<file path="src/gne_pkg.sv">
package gne_pkg;

  localparam int TABLE_DEPTH_DEF = 4096;
  localparam int FRAC_BITS_DEF   = 16;
  localparam int GRAD_WIDTH_DEF  = 16;
  localparam int QUEUE_DEPTH     = 2;

  localparam logic [1:0] CMD_EVAL = 2'd0;
  localparam logic [1:0] CMD_PERM = 2'd1;
  localparam logic [1:0] CMD_GRAD = 2'd2;

  localparam logic [1:0] MODE_1D        = 2'd0;
  localparam logic [1:0] MODE_2D_SMOOTH = 2'd1;
  localparam logic [1:0] MODE_2D_QUAD   = 2'd2;
  localparam logic [1:0] MODE_3D        = 2'd3;

  localparam logic [1:0] NOISE_MODE_RST = MODE_2D_SMOOTH;

  typedef struct packed {
    logic full;
    logic empty;
  } gne_q_status_t;

endpackage

</file>
<file path="src/gne_queue.sv">
module gne_queue #(
  parameter int W     = 8,
  parameter int DEPTH = 2
) (
  input  logic                   clk_i,
  input  logic                   rst_ni,
  input  logic                   push_i,
  input  logic [W-1:0]           data_i,
  input  logic                   pop_i,
  output logic [W-1:0]           data_o,
  output gne_pkg::gne_q_status_t status_o
);
  import gne_pkg::*;

  localparam int PW = (DEPTH > 1) ? $clog2(DEPTH) : 1;
  localparam int CW = $clog2(DEPTH + 1);

  logic [W-1:0]  mem_q [DEPTH];
  logic [PW-1:0] wr_ptr_d, wr_ptr_q, rd_ptr_d, rd_ptr_q;
  logic [CW-1:0] count_d, count_q;

  always_comb begin
    wr_ptr_d = wr_ptr_q;
    rd_ptr_d = rd_ptr_q;
    count_d  = count_q;
    if (push_i) begin
      wr_ptr_d = (wr_ptr_q == PW'(DEPTH - 1)) ? '0 : wr_ptr_q + PW'(1);
    end
    if (pop_i) begin
      rd_ptr_d = (rd_ptr_q == PW'(DEPTH - 1)) ? '0 : rd_ptr_q + PW'(1);
    end
    if (push_i && !pop_i) begin
      count_d = count_q + CW'(1);
    end else if (pop_i && !push_i) begin
      count_d = count_q - CW'(1);
    end
  end

  always_ff @(posedge clk_i or negedge rst_ni) begin
    if (!rst_ni) begin
      wr_ptr_q <= '0;
      rd_ptr_q <= '0;
      count_q  <= '0;
    end else begin
      wr_ptr_q <= wr_ptr_d;
      rd_ptr_q <= rd_ptr_d;
      count_q  <= count_d;
    end
  end

  always_ff @(posedge clk_i) begin
    if (push_i) begin
      mem_q[wr_ptr_q] <= data_i;
    end
  end

  assign data_o         = mem_q[rd_ptr_q];
  assign status_o.full  = (count_q == CW'(DEPTH));
  assign status_o.empty = (count_q == '0);

endmodule

</file>
<file path="config.mk">
export PLATFORM = sky130hd
export DESIGN_NAME = gne_queue
export DESIGN_NICKNAME = d
export VERILOG_FILES = /design/src/gne_pkg.sv /design/src/gne_queue.sv
export SDC_FILE = /design/constraint.sdc
export NUM_CORES = 1
export LEC_CHECK = 0
export BUFFER_PORTS_ARGS = -buffer_cell sky130_fd_sc_hd__buf_2
export CAP_MARGIN = 20
export CORE_MARGIN = 2
export CORE_UTILIZATION = 32
export CTS_CLUSTER_DIAMETER = 100
export CTS_CLUSTER_SIZE = 12
export DETAILED_ROUTE_END_ITERATION = 6
export MAX_ROUTING_LAYER = met4
export PLACE_DENSITY = 0.5
export SYNTH_ARGS = -nofsm -noshare
export SYNTH_HDL_FRONTEND = slang
export SYNTH_SLANG_ARGS = --single-unit
</file>
<file path="constraint.sdc">
create_clock -name clk_i -period 1.7 [get_ports clk_i]
set_input_delay 0.34 -clock clk_i [delete_from_list [all_inputs] [get_ports clk_i]]
set_output_delay 0.34 -clock clk_i [all_outputs]
set_load 0.01 [all_outputs]
</file>
; ---- Word level (Yosys, flattened, before mapping)
; Memories as Yosys holds them, arrays and structs flattened.
; Index checks and enable logic that the tools add are counted.
[totals]
ff_bits = 4
mem_bits_rw = 16
output_inout_bits = 10
mem_count = 1
[classes]
addsub = 4
eq_ne = 1
muxes = 6
reduce_logical = 6
[mem_list]
columns = memory, depth, word_bits, read_ports, rd_clocked_by_memory_dff, wr, line_no
row1 = mem_q, 2, 8, 1, 0, 1, gne_queue.sv:18  ; logic [W-1:0] mem_q [DEPTH];
[ops]
columns = cell, count
row1 = 1-bit 2-to-1 mux, 4
row2 = 2-bit 2-to-1 mux, 2
row3 = "1-bit adder, second input constant", 2
row4 = "2-bit by 1-bit adder with 2-bit output, second input constant", 1
row5 = "2-bit equality test, second input constant", 1
row6 = 1-bit logical AND, 2
row7 = 1-bit zero test, 2
row8 = 2-bit zero test, 1
row9 = 2-bit nonzero test, 1
row10 = "2-bit by 1-bit subtractor with 2-bit output, second input constant", 1

; ---- Logic depth before layout (Yosys ltp)
[logic_depth]
word_depth = 4
mapped_depth = 5

; ---- Worst setup path after synthesis
; OpenSTA, ideal clock, no wires.
[synth_path]
path_type = reg2reg
start = register wr_ptr_q
end = memory mem_q[0][0], enable pin
arrival_time_ns = 0.789
t_required_ns = 1.327
setup_slack_ns = 0.538
path_stages_with_launch = 2
n_path_buf = 0
cell_sequence = dfrtp_1 nor2b_1
[synth_lines]
columns = element, line_no
row1 = start: declaration, gne_queue.sv:19  ; logic [PW-1:0] wr_ptr_d, wr_ptr_q, rd_ptr_d, rd_ptr_q;
row2 = start signal: assignment, gne_queue.sv:45  ; wr_ptr_q <= wr_ptr_d;
row3 = end: declaration, gne_queue.sv:18
; No word-level cell before the write port.

; ---- Final worst setup path
[layout_path]
start = register rd_ptr_q
end = output data_o[2]
[layout_between]
elab_chain_cells = 1
[layout_rtl]
columns = element, line_no
row1 = start: declaration, gne_queue.sv:19
row2 = start signal: assignment, gne_queue.sv:46  ; rd_ptr_q <= rd_ptr_d;
row3 = memory read 2 x 8 bit, -
row4 = end: declaration, gne_queue.sv:10  ; output logic [W-1:0] data_o,
; Every way passes these cells.

==> results.sh <==
export IMPL_cp_required_ns=1.36
export IMPL_worstHoldStart="pop_i"
export IMPL_die_h_um=53.08
export IMPL_cp_end_kind="output port"
export IMPL_final_setup_tns_ns=0
export IMPL_via_per_inst=4.146
export IMPL_wl_per_cell_um=11.53
export IMPL_dp_cells=90
export IMPL_critical_path_max_fanout=9
export IMPL_reg2regPathDepth=1
export IMPL_route_met2_wl_um=559
export IMPL_critPathKind="reg -> out"
export IMPL_cts_root_buf="clkbuf_4"
export IMPL_p_total_w=0.001407
export IMPL_max_cap_viol_count=0
export IMPL_synthFlopType="edfxtp_1"
export IMPL_start_util_pct=34.18
export IMPL_die_x_um=53.08
export IMPL_cts_sink_count=20
export IMPL_finClkSkew_ns=0.004084
export IMPL_floorplan_die_area_mm2=0.002817
export IMPL_startpoint_type="flop"
export IMPL_cts_buffer_depth=2
export IMPL_grt_total_usage_pct=9.338
export IMPL_top_layer_used="met3"
export IMPL_crit_buf_inv=1
export IMPL_slowest_delay_ns=0.49
export IMPL_synth_seq_area_share_pct=75.32
export IMPL_cp_depth=2
export IMPL_reg2reg_slack_ns=0.64
export IMPL_wl_met3_um=81
export IMPL_ys_ff_latch=20
export IMPL_place_ws_ns=0.2660
export IMPL_power_leakage_nw=0.3885
export IMPL_critical_path_top_delay_family="flip-flops"
export IMPL_cts_tree="built"
export IMPL_fmax_ghz=0.6182
export IMPL_powerDensity_mw_per_mm2=1477
export IMPL_cts_buffers=3
export IMPL_first_pass_iters=2
export IMPL_drt_iter0_markers=2
export IMPL_synth_top_area_share_pct=62.34
export IMPL_syn_nets=54
export IMPL_final_hold_viol_count=0
export IMPL_crit_slowest_cell="dfrtp_2"
export IMPL_grt_pass1_wl_mm=1.766
export IMPL_vias=398
export IMPL_io_buffers=21
export IMPL_synthesis_area_um2=770.7
export IMPL_drc=0
export IMPL_final_core_util_pct=42.23
export IMPL_holdCritPathClass="in -> reg"
export IMPL_cp_cell_sequence="mux2_2 > buf_2"
export IMPL_gr_total_overflow=0
export IMPL_fin_ws_ns=0.08252
export IMPL_max_slew_margin_pct=76.44
export IMPL_final_nets=82
export IMPL_period_needed_ns=1.617
export IMPL_h_tree_depth=1
export IMPL_grt_setup_unrepaired="no"
export IMPL_worstPathArrival_ns=1.28
export IMPL_fin_crit_sh_pct=95.15
export IMPL_final_layout_size_suffix_gt1_share_pct=52.94
export IMPL_syn_to_final_growth_pct=23.54
export IMPL_dp_hpwl_um=767
export IMPL_synth_area_top_cells="edfxtp_1, dfrtp_1, mux2_2, xor2_1, ha_1"
export IMPL_stdcell_count=96
export IMPL_status="finished clean"
export IMPL_startpoint="rd_ptr_q"
export IMPL_worst_pin_slew_ns=0.3534
export IMPL_slew_violations=0
export IMPL_ys_types=12
export IMPL_yosysMostFrequentCell="edfxtp_1"
export IMPL_insertion_delay_ns=0.29
export IMPL_rows=17
export IMPL_detail_route_antenna_nets=0
export IMPL_grt_pass1_vias=402
export IMPL_synth_top_area_cell="edfxtp_1"
export IMPL_peakVddDrop_uv=559.6
export IMPL_ys_top_cells_by_count="edfxtp_1, mux2_2, dfrtp_1, xor2_1, nor2_1"
export IMPL_wl_mm=1.107
export IMPL_ios=22
export IMPL_async_flop_share_pct=20.00
export IMPL_clk_pin_slew_ns=0.10
export IMPL_antenna_found_initial=0
export IMPL_setup_viol=0
export IMPL_yosysWarnings=0
export IMPL_syn_area_per_cell_um2=18.80
export IMPL_hold_depth=2
export IMPL_core_area_mm2=0.002255
export IMPL_r2r_start="wr_ptr_q"
export IMPL_routedLengthMet1_um=467
export IMPL_synth_edf_count=16
export IMPL_syn_inst=41
export IMPL_gp_congestion=0.6178
export IMPL_grt_max_degree=12
export IMPL_antennaDiodeCount=0
where the power goes:
part | total, W | switching, W | internal, W | leakage [nW]
combinational | 0.000427 | 0.000188 | 0.000239 | 0.178
clock | 0.000225 | 0.000133 | 0.0000912 | 0.0150
sequential | 0.000756 | 0.0000879 | 0.000668 | 0.196
sequential cells by signal, indices dropped and copies added, names as in the netlist:
signal	count
count_q	2
mem_q	16
rd_ptr_q	1
wr_ptr_q	1
cell usage in the layout, fill, tap and decap left out:
cell | Yosys | final
buf_2 | 0 | 21
edfxtp_1 | 16 | 16
mux2_2 | 8 | 8
xor2_1 | 4 | 4
clkbuf_4 | 0 | 3
dfrtp_1 | 4 | 3
nor2_1 | 2 | 2
buf_4 | 0 | 2
and2b_2 | 1 | 1
and2_1 | 1 | 1
nor2b_1 | 1 | 1
xnor2_1 | 1 | 1
inv_1 | 1 | 1
ha_1 | 1 | 1
clkbuf_1 | 0 | 1
dlygate4sd3_1 | 0 | 1
dfrtp_2 | 0 | 1
metal layers:
metal | track usage [%] | vias to the layer above
met2 | 15.00 | 14
met4 | 5.128 | 0
met1 | 10.93 | 183
li1 | - | 201
met5 | - | -
met3 | 1.977 | 0
layout make-up:
type | instances | area, µm²
clock buffer | 4 | 26.28
fill | 231 | 1303
inverter | 1 | 3.754
multi-input combinational | 19 | 175.2
sequential | 20 | 581.8
tap | 28 | 35.03
timing repair buffer | 24 | 130.1
cells by family (layout without fill, tap and decap cells):
| logic type | count (synthesis) | after routing | share of synthesized area (%) |
|---|---|---|---|
| flip-flops | 20 | 20 | 75.33 |
| multiplexers | 8 | 8 | 11.69 |
| XOR/XNOR | 5 | 5 | 5.682 |
| AND/OR/NAND/NOR | 5 | 5 | 3.735 |
| buffers and inverters | 2 | 29 | 1.947 |
| adder cells (fa/ha/maj) | 1 | 1 | 1.623 |
worst paths after layout:
kind / to
setup / recovery: data_o[2]
hold reg to reg: wr_ptr_q
hold / removal: rd_ptr_q
min in group asynchronous: count_q[1]
setup reg to reg: mem_q[1][1]
max in group asynchronous: rd_ptr_q
metrics by stage:
step	hold WS [ns]	cell area (µm²)
after detailed placement	0.1546	907.1
after global placement	0.1548	907.1
after CTS	0.2081	944.7
after global routing	0.2121	952.2
after floorplan	0.04441	770.7
final	0.2258	952.2
what timing repair did:
item | in CTS | in global routing
resized for setup | 1 | 0
hold buffers | 1 | 0
hold endpoints to repair | 4 | 0
buffers inserted | 0 | 1
endpoints found under the setup margin | 8 | 1
No activity file was read; power rests on OpenSTA's default activity.
