===== config.mk =====
export PLATFORM = sky130hd
export DESIGN_NAME = gne_front
export DESIGN_NICKNAME = d
export VERILOG_FILES = /design/src/gne_pkg.sv /design/src/gne_front.sv
export SDC_FILE = /design/constraint.sdc
export NUM_CORES = 1
export LEC_CHECK = 0
export BUFFER_PORTS_ARGS = -buffer_cell sky130_fd_sc_hd__buf_2
export CAP_MARGIN = 20
export CORE_AREA = 2 2 142 144
export CTS_CLUSTER_DIAMETER = 30
export DETAILED_ROUTE_END_ITERATION = 10
export DIE_AREA = 0 0 144 146
export GPL_ROUTABILITY_DRIVEN = 1
export SYNTH_ARGS = -nofsm -noshare
export SYNTH_HDL_FRONTEND = slang
export SYNTH_SLANG_ARGS = --single-unit

===== constraint.sdc =====
create_clock -name clk_i -period 15.8 [get_ports clk_i]
set_input_delay 1.58 -clock clk_i [delete_from_list [all_inputs] [get_ports clk_i]]
set_output_delay 1.58 -clock clk_i [all_outputs]
set_load 0.02 [all_outputs]

===== src/gne_pkg.sv =====
package gne_pkg;

  localparam int TABLE_DEPTH_DEF = 4096;
  localparam int FRAC_BITS_DEF   = 16;
  localparam int GRAD_WIDTH_DEF  = 16;
  localparam int QUEUE_DEPTH     = 2;

  localparam logic [1:0] CMD_EVAL = 2'd0;
  localparam logic [1:0] CMD_PERM = 2'd1;
  localparam logic [1:0] CMD_GRAD = 2'd2;

  localparam logic [1:0] MODE_1D        = 2'd0;
  localparam logic [1:0] MODE_2D_SMOOTH = 2'd1;
  localparam logic [1:0] MODE_2D_QUAD   = 2'd2;
  localparam logic [1:0] MODE_3D        = 2'd3;

  localparam logic [1:0] NOISE_MODE_RST = MODE_2D_SMOOTH;

  typedef struct packed {
    logic full;
    logic empty;
  } gne_q_status_t;

endpackage


===== src/gne_front.sv =====
module gne_front #(
  parameter int AW         = 12,
  parameter int FRAC_BITS  = 16,
  parameter int GRAD_WIDTH = 16,
  parameter int IW         = 2 + 7 * AW + 3 * FRAC_BITS + 8 + 3 * GRAD_WIDTH
) (
  input  logic                  clk_i,
  input  logic                  rst_ni,
  input  logic                  in_valid_i,
  output logic                  in_stall_o,
  input  logic [1:0]            command_i,
  input  logic signed [31:0]    coord_x_i,
  input  logic signed [31:0]    coord_y_i,
  input  logic signed [31:0]    coord_z_i,
  input  logic [11:0]           table_index_i,
  input  logic [7:0]            perm_value_i,
  input  logic signed [15:0]    grad_x_value_i,
  input  logic signed [15:0]    grad_y_value_i,
  input  logic signed [15:0]    grad_z_value_i,
  input  gne_pkg::gne_q_status_t q_status_i,
  output logic                  push_o,
  output logic [IW-1:0]         item_o
);
  import gne_pkg::*;

  localparam int IXW = (AW < 12) ? AW : 12;

  typedef struct packed {
    logic [1:0]            cmd;
    logic [AW-1:0]         x0, x1, y0, y1, z0, z1;
    logic [FRAC_BITS-1:0]  tx, ty, tz;
    logic [AW-1:0]         idx;
    logic [7:0]            pv;
    logic [GRAD_WIDTH-1:0] gx, gy, gz;
  } item_t;

  item_t item_d, item_q;
  logic  vld_d, vld_q;
  logic  accept;
  logic signed [31:0] cell_x, cell_y, cell_z;
  logic signed [GRAD_WIDTH-1:0] gx, gy, gz;

  if (GRAD_WIDTH >= 16) begin : g_grad_wide
    assign gx = GRAD_WIDTH'(grad_x_value_i);
    assign gy = GRAD_WIDTH'(grad_y_value_i);
    assign gz = GRAD_WIDTH'(grad_z_value_i);
  end else begin : g_grad_narrow
    assign gx = grad_x_value_i[GRAD_WIDTH-1:0];
    assign gy = grad_y_value_i[GRAD_WIDTH-1:0];
    assign gz = grad_z_value_i[GRAD_WIDTH-1:0];
  end

  assign cell_x = coord_x_i >>> FRAC_BITS;
  assign cell_y = coord_y_i >>> FRAC_BITS;
  assign cell_z = coord_z_i >>> FRAC_BITS;

  always_comb begin
    item_d.cmd = command_i;
    item_d.x0  = cell_x[AW-1:0];
    item_d.x1  = cell_x[AW-1:0] + AW'(1);
    item_d.y0  = cell_y[AW-1:0];
    item_d.y1  = cell_y[AW-1:0] + AW'(1);
    item_d.z0  = cell_z[AW-1:0];
    item_d.z1  = cell_z[AW-1:0] + AW'(1);
    item_d.tx  = coord_x_i[FRAC_BITS-1:0];
    item_d.ty  = coord_y_i[FRAC_BITS-1:0];
    item_d.tz  = coord_z_i[FRAC_BITS-1:0];
    item_d.idx = AW'(table_index_i[IXW-1:0]);
    item_d.pv  = perm_value_i;
    item_d.gx  = gx;
    item_d.gy  = gy;
    item_d.gz  = gz;
  end

  assign push_o     = vld_q && !q_status_i.full;
  assign in_stall_o = vld_q && q_status_i.full;
  assign accept     = in_valid_i && !in_stall_o;
  assign vld_d      = accept || (vld_q && !push_o);
  assign item_o     = item_q;

  always_ff @(posedge clk_i or negedge rst_ni) begin
    if (!rst_ni) begin
      vld_q <= 1'b0;
    end else begin
      vld_q <= vld_d;
    end
  end

  always_ff @(posedge clk_i) begin
    if (accept) begin
      item_q <= item_d;
    end
  end

endmodule


Word-level counts from Yosys, hierarchy flattened
Cells that the tools add are included.
- add/sub/neg operators: 3
- reduce and logical (&&, ||, !) cells: 8
- operators by type and width (kind ; count):
    $add A12 B1 Y12 const B ; 3
    $logic_and A1 B1 Y1 ; 4
    $logic_not A1 Y1 ; 3
    $logic_or A1 B1 Y1 ; 1
- flip-flop bits (word level): 191
- word-level logic and storage cells: 27
- input port bits: 171

Logic depth before layout (Yosys ltp)
Gate-level depths: netlist of run 1.
- depth in word-level cells: 5
- gate-level depth with buffers: 4
- depth with buffers taken out: 4

Least setup slack after synthesis of run 1
No wires, ideal clock.
- path type: input -> register
- start point: input q_status_i[1] in the netlist's numbering
- end point: register item_q, in the netlist item_o[0], enable pin
- arrival: 10.117 ns
- data required time: 15.039 ns
- stages: 2
- setup slack: 4.922 ns
- setup time: 0.761 ns
- path through: and2_1 nor2b_1
- cells in the longest elaborated chain, start to end: 3
- RTL lines (item ; RTL line ; text):
    start: declaration ; gne_front.sv:20 ; input gne_pkg::gne_q_status_t q_status_i,
    $logic_and A1 B1 Y1 ; gne_front.sv:76 ; assign in_stall_o = vld_q && q_status_i.full;
    $logic_not A1 Y1 ; gne_front.sv:77 ; assign accept = in_valid_i && !in_stall_o;
    $logic_and A1 B1 Y1 ; gne_front.sv:77 ;
    via accept ; gne_front.sv:39 ; logic accept;
    end signal: assignment ; gne_front.sv:91 ; item_q <= item_d;
    end: declaration ; gne_front.sv:37 ; item_t item_d, item_q;
The timed path passes the listed nets, and every way through them passes these cells.
A chain may end at the register's enable or synchronous reset.

Final worst setup path of run 1
- start point: input q_status_i[1] in the netlist's numbering
- end point: output in_stall_o
- cells in the longest elaborated chain, start to end: 1
- RTL lines (item ; RTL line ; text):
    $logic_and A1 B1 Y1 ; gne_front.sv:76 ;
    end: declaration ; gne_front.sv:10 ; output logic in_stall_o,
Every way passes these cells.

==> key figures, run 1 <==
Setup path
  • WP data required: approximately 14 ns
  • CP startpoint: q_status_i[1]
  • Setup crit start kind: primary input
  • CP Capture Type: output pin
  • RR Startpoint: vld_q
  • Data arrival, critical path: 2.04 ns
  • Crit Path Max Fanout: 3
  • Kind of critical path: primary input to output pin

Yosys
  • Synth area leaders: edfxtp_1, xor2_1, xnor2_1
  • Synthesized area per cell: 22.55 µm²
  • Synth Cell Area: 0.006336 mm²
  • Post-Syn Nets: 455
  • Yosys top cell area share: 90.05%
  • Synth Area in XOR/XNOR: 4.147%
  • Post-synthesis compound-gate area fraction: 0%
  • Simple-gate area share of the yosys netlist: 4.404%
  • Gate Count Post-Synth: 281
  • Register area share after synthesis: 90.44%
  • Main combinational cell family by area after synthesis: simple AND/OR/NAND/NOR gates
  • Yosys top cell by area: edfxtp_1
  • Yosys warns: 0
  • Adder-cell area share of the yosys netlist: less than 1%
  • Unique masters post-synth: 18
  • #FFs+latches synth: 191
  • Multiplexer share of the synthesized area: 0%

Floorplanning
  • I/O Pins: around 360
  • Core footprint: 0.01933 mm²
  • Full die area: 0.02102 mm²
  • Die H: 146 µm
  • Row count: between 50 and 60
  • Initial Util: 32.77%
  • Die Width: roughly 140 µm

Layout
  • Fillers: 1,733
  • Final core utilization: roughly 47%
  • Seq. cell area: 0.005731 mm²
  • Area taken by multi-input logic gates: 586.8 µm²
  • Share of post-route cells with drive strength above 1: 58.50%
  • Nets: 826
  • Area Overhead vs Synth: 42.44%

Global routing
  • Antenna violations before repair: 3
  • Vias in the first global route: 4,082
  • Largest net degree at the start of global routing: 88
  • Total gr overflow: 0
  • Total GRT Usage: 14.67%
  • First-pass GRT wire length: 22,920 µm

Drt
  • Drt drc: 0
  • Met2 routed WL: approximately 8300 µm
  • Routed via count: 3,944
  • Top layer in use: met5
  • Routed Antenna Nets: 0
  • 1st-iter DRT viols: roughly 140
  • Met3 wire length: 1617 µm
  • Avg Vias per Cell: 4.236
  • Detailed Routing Iterations Pass 1: 6
  • DRT Wirelength: 16,040 µm
  • Average routed wire per standard cell: 17.22 µm
  • Metal-1 WL: 5710 µm

Clock network
  • CTS Sinks: 191
  • CTS tree: yes
  • Total CTS buffers: 17
  • Worst-path clk slew: 0.07 ns
  • H-tree depth: 4
  • Post-CTS Setup Repair Bufs: 0
  • CTS resizes: 0
  • Worst-Skew Late Latency: 0.42 ns
  • Hold-fix buffers at CTS: 0
  • Clock Tree Root: clkbuf_16
  • Clock Path Buffers: 2

Timing
  • Final Hold Fails: 0
  • Min Hold Slack: 0.6814 ns
  • RSZ-0062 raised after global routing: false
  • Final Slew Violations: 0
  • Max transition margin: approximately 28%
  • Post-layout min period: 3.619 ns
  • TNS Setup: 0 ns
  • Fmax: 276.3 MHz
  • Final setup viols: 0
  • Slew of the pin with the lowest slew margin: around 1.1 ns
  • Worst clock skew: 0.008992 ns
  • Final period util: 22.90%

Power
  • Maximum VDD drop: ~0.07 mV
  • Clk network pwr share: 36.4%
  • Net Sw Frac: 24.93%
  • PD cells: 123.5 mW/mm²
  • Leak: 3.743 nW
  • Int Pwr: between 0.0008 and 0.0009 W
  • Sequential share of power: 53.7%
  • Net Switching: about 0.00028 W
  • Part of the power in combinational logic: 9.9%

Placement
  • Placed wire-length estimate: 12,270 µm
  • Port Buffers: 349
  • GP Congestion: 0.7960

Job
  • Max-cap check violation count: 0

Min path
  • Hold_sp: vld_q
  • Hold Crit Class: flip-flop to flip-flop

Run status
  • Outcome: complete, no violations
[synthesized netlist by cell type]
cell	count
nor4_2	2
edfxtp_1	190
nand4_2	2
dfrtp_1	1
inv_1	7
and2_1	1
nor3_1	8
xnor2_1	13
nor2b_1	2
ha_1	3
xor2_1	17
nand3_1	14
nand2_1	7
nand4_1	2
nor2_1	7
and3_1	3
or2_2	1
nand3_2	1
[state kept, by name, indices dropped and copies added (netlist names)]
name    count
vld_q       1
item_o    190
[kinds of logic after synthesis]
logic type | after synthesis
XOR/XNOR | 30
AND/OR/NAND/NOR | 50
adder cells (fa/ha/maj) | 3
flip-flops | 191
buffers and inverters | 7
[stage by stage]
stage | std cells | setup slack, ns | instance area, µm² | power [W]
global route | 931 | 12.16 | 9025 | 0.001155
floorplan | 281 | 4.922 | 6336 | 0.0006712
finish | 931 | 12.18 | 9025 | 0.001115
CTS | 929 | 12.18 | 8995 | 0.001128
global placement | 897 | 12.18 | 8437 | 0.0007189
detailed placement | 897 | 12.12 | 8437 | 0.0007216
[worst paths after layout]
path,end,cells after the start,slack (ns)
max,in_stall_o,3,12.18
min,vld_q,2,0.68
max reg2reg,item_o[47],3,13.47
min reg2reg,vld_q,2,0.68
max in group asynchronous,vld_q,1,14.80
min in group asynchronous,vld_q,1,0.92
[worst max-delay path: stages]
cell    delay (ns)
buf_2         0.09
and2_1        0.18
buf_2         0.19
[power by group through the flow]
| stage | logic [W] | clock network (W) | registers [W] |
|---|---|---|---|
| after CTS | 0.000111 | 0.000417 | 0.000600 |
| after global placement | 0.000109 | 0 | 0.000610 |
| after detailed placement | 0.000111 | 0 | 0.000611 |
| after global routing | 0.000118 | 0.000435 | 0.000602 |
| final | 0.000110 | 0.000406 | 0.000599 |
| after floorplan | 0.0000166 | 0 | 0.000655 |
[layout make-up]
class / instances / share of cell area, %
clock inverters: 13 / 1.386
multi-input cells: 83 / 6.502
diodes: 1 / 0.02773
inverters: 7 / 0.2911
clock buffers: 19 / 4.797
flip-flops and latches: 191 / 63.50
repair buffers: 352 / 19.83
well taps: 265 / 3.674
[layer usage]
layer / up-vias / track usage (%)
li1: 1829 / -
met1: 1874 / 15.69
met2: 206 / 25.79
met3: 31 / 5.561
met4: 4 / 6.078
met5: - / 0
[placed cells by master, fill, tap and decap left out]
| master | instances |
|---|---|
| nor2_1 | 7 |
| dfrtp_1 | 1 |
| nand3_1 | 14 |
| nor4_2 | 2 |
| buf_2 | 349 |
| nor3_1 | 8 |
| clkinvlp_4 | 3 |
| and3_1 | 3 |
| clkbuf_1 | 2 |
| inv_6 | 2 |
| nand4_2 | 2 |
| diode_2 | 1 |
| inv_8 | 3 |
| nand4_1 | 2 |
| ha_1 | 3 |
| nand2_1 | 7 |
| clkbuf_16 | 17 |
| clkinv_4 | 4 |
| buf_16 | 1 |
| xor2_1 | 17 |
| clkinv_8 | 1 |
| or2_2 | 1 |
| nand3_2 | 1 |
| nor2b_4 | 1 |
| and2_1 | 1 |
| xnor2_1 | 13 |
| buf_4 | 2 |
| inv_1 | 7 |
| edfxtp_1 | 190 |
| nor2b_1 | 1 |
Power figures use the tool's default switching activity.
==> inputs of run 2 (changes only) <==
==> constraint.sdc (replaced) <==
create_clock -name clk_i -period 3.4 [get_ports clk_i]
set_input_delay 0.34 -clock clk_i [delete_from_list [all_inputs] [get_ports clk_i]]
set_output_delay 0.34 -clock clk_i [all_outputs]
set_load 0.02 [all_outputs]
==> key figures, run 2 (synthesis results as in run 1) <==
Clock network
  • CTS Sinks: 191
  • Worst-Skew Late Latency: 0.42 ns
  • CTS tree: yes
  • Clock Tree Root: clkbuf_16
  • Worst-path clk slew: about 0.08 ns
  • Total CTS buffers: 17
  • H-tree depth: 4
  • Clock Path Buffers: 2

Timing
  • Final Hold Fails: 0
  • Final period util: 57.73%
  • Worst clock skew: 0.005491 ns
  • Final Slew Violations: 0
  • Fmax: 509.5 MHz
  • Post-layout min period: between 1.5 and 2 ns
  • Slew of the pin with the lowest slew margin: 0.8183 ns
  • Final setup viols: 0
  • Max transition margin: 45.33%
  • TNS Setup: 0 ns
  • Setup ws final: 1.437 ns
  • RSZ-0062 raised after global routing: false

Floorplanning
  • Die H: roughly 150 µm
  • Initial Util: 32.77%
  • Row count: 51
  • Core footprint: 0.01933 mm²
  • I/O Pins: between 300 and 400
  • Die Width: 144 µm
  • Full die area: 0.02102 mm²

Global routing
  • Total GRT Usage: 14.85%
  • Largest net degree at the start of global routing: a little over 60
  • Total gr overflow: 0
  • First-pass GRT wire length: 23,240 µm
  • Antenna violations before repair: 4
  • Vias in the first global route: 4,144

Run status
  • Outcome: complete, no violations

Layout
  • Final core utilization: 46.87%
  • Share of post-route cells with drive strength above 1: 58.56%
  • Area Overhead vs Synth: 43.03%
  • Fillers: roughly 1,700
  • Commonest cells after routing, fill and taps aside: buf_2, edfxtp_1, xor2_1, clkbuf_16, nand3_1
  • Nets: between 800 and 900
  • Most common cell after layout, fill and taps aside: buf_2
  • Max FFs per register: between 150 and 200

Placement
  • Setup WS pre-CTS: 1.347 ns
  • GP Congestion: 0.8303
  • Port Buffers: 349
  • Placed wire-length estimate: between 10,000 and 15,000 µm

Setup path
  • Slowest cell on crit path: nor2b_4
  • CP peak stage delay: roughly 0.65 ns
  • Crit-path cells: and2_4 -> nor2b_4 -> buf_12
  • Setup crit start kind: flip-flop
  • Data arrival, critical path: between 2 and 2.5 ns
  • WP data required: roughly 3.5 ns
  • Crit Path Max Fanout: 59
  • CP Capture Type: flip-flop
  • CP Buf/Inv Count: 1
  • Flop2flop setup slack: around 1.4 ns
  • Kind of critical path: flip-flop to flip-flop
  • Cell family with most CP delay: simple AND/OR/NAND/NOR gates

Job
  • Max-cap check violation count: 0

Drt
  • 1st-iter DRT viols: 141
  • Drt drc: 0
  • DRT Wirelength: about 16,000 µm
  • Routed Antenna Nets: 0
  • Avg Vias per Cell: about 4.2
  • Average routed wire per standard cell: 17.10 µm
  • Routed via count: between 3,000 and 4,000
  • Detailed Routing Iterations Pass 1: 6

Power
  • Leak: 3.763 nW
  • Maximum VDD drop: 0.3222 mV
  • PD cells: 571.8 mW/mm²

Min path
  • Hold Crit Class: primary input to flip-flop
[run 2: layer usage]
| layer | track usage, % | wire, µm | vias up |
|---|---|---|---|
| met4 | 6.765 | 391 | 2 |
| met3 | 6.449 | 1652 | 24 |
| li1 | - | - | 1833 |
| met2 | 25.57 | 8208 | 205 |
| met1 | 15.56 | 5691 | 1893 |
| met5 | 0 | 13 | - |
[run 2: layout make-up]
| type | count | area, µm² | area share (%) |
|---|---|---|---|
| flip-flops and latches | 191 | 5731 | 63.23 |
| repair buffers | 354 | 1824 | 20.13 |
| multi-input cells | 83 | 589.3 | 6.503 |
| clock buffers | 17 | 425.4 | 4.694 |
| well taps | 265 | 331.6 | 3.659 |
| clock inverters | 14 | 130.1 | 1.436 |
| inverters | 7 | 26.28 | 0.2899 |
| diodes | 2 | 5.005 | 0.05523 |
[run 2: power by group]
group,total (W),internal (W),switching (W)
Combinational,0.000518,0.000177,0.000342
Sequential,0.00278,0.00275,0.0000315
Clock,0.00188,0.000964,0.000919
[run 2: path summary, 6_finish.rpt]
kind / start / end / cells past startpoint
min in group asynchronous: rst_ni / vld_q / 2
max in group asynchronous: rst_ni / vld_q / 2
hold / removal: coord_y_i[2] / item_o[86] / 1
hold reg to reg: vld_q / vld_q / 2
setup reg to reg: vld_q / item_o[96] / 3
setup / recovery: vld_q / item_o[96] / 3
[run 2: through the flow]
| stage | cells | total power [W] | area, µm² | hold WS [ns] |
|---|---|---|---|---|
| final | 933 | 0.005182 | 9062 | 0.08815 |
| after global routing | 933 | 0.005381 | 9062 | 0.05926 |
| after CTS | 931 | 0.005248 | 9057 | 0.05983 |
| after detailed placement | 899 | 0.003360 | 8492 | 0.1180 |
| after global placement | 899 | 0.003347 | 8492 | 0.1166 |
| after floorplan | 281 | 0.003092 | 6346 | 0.04441 |
[run 2: worst reg2reg max path, stage by stage, from the launching register on]
cell	delay, ns
dfrtp_1	0.39
and2_4	0.16
nor2b_4	0.65
buf_12	0.38
[run 2: timing repair]
action                    4_1_cts  5_1_grt
buffers inserted                0        0
hold buffers                    1        0
hold endpoints to repair        1        0
gates resized for setup         0        0
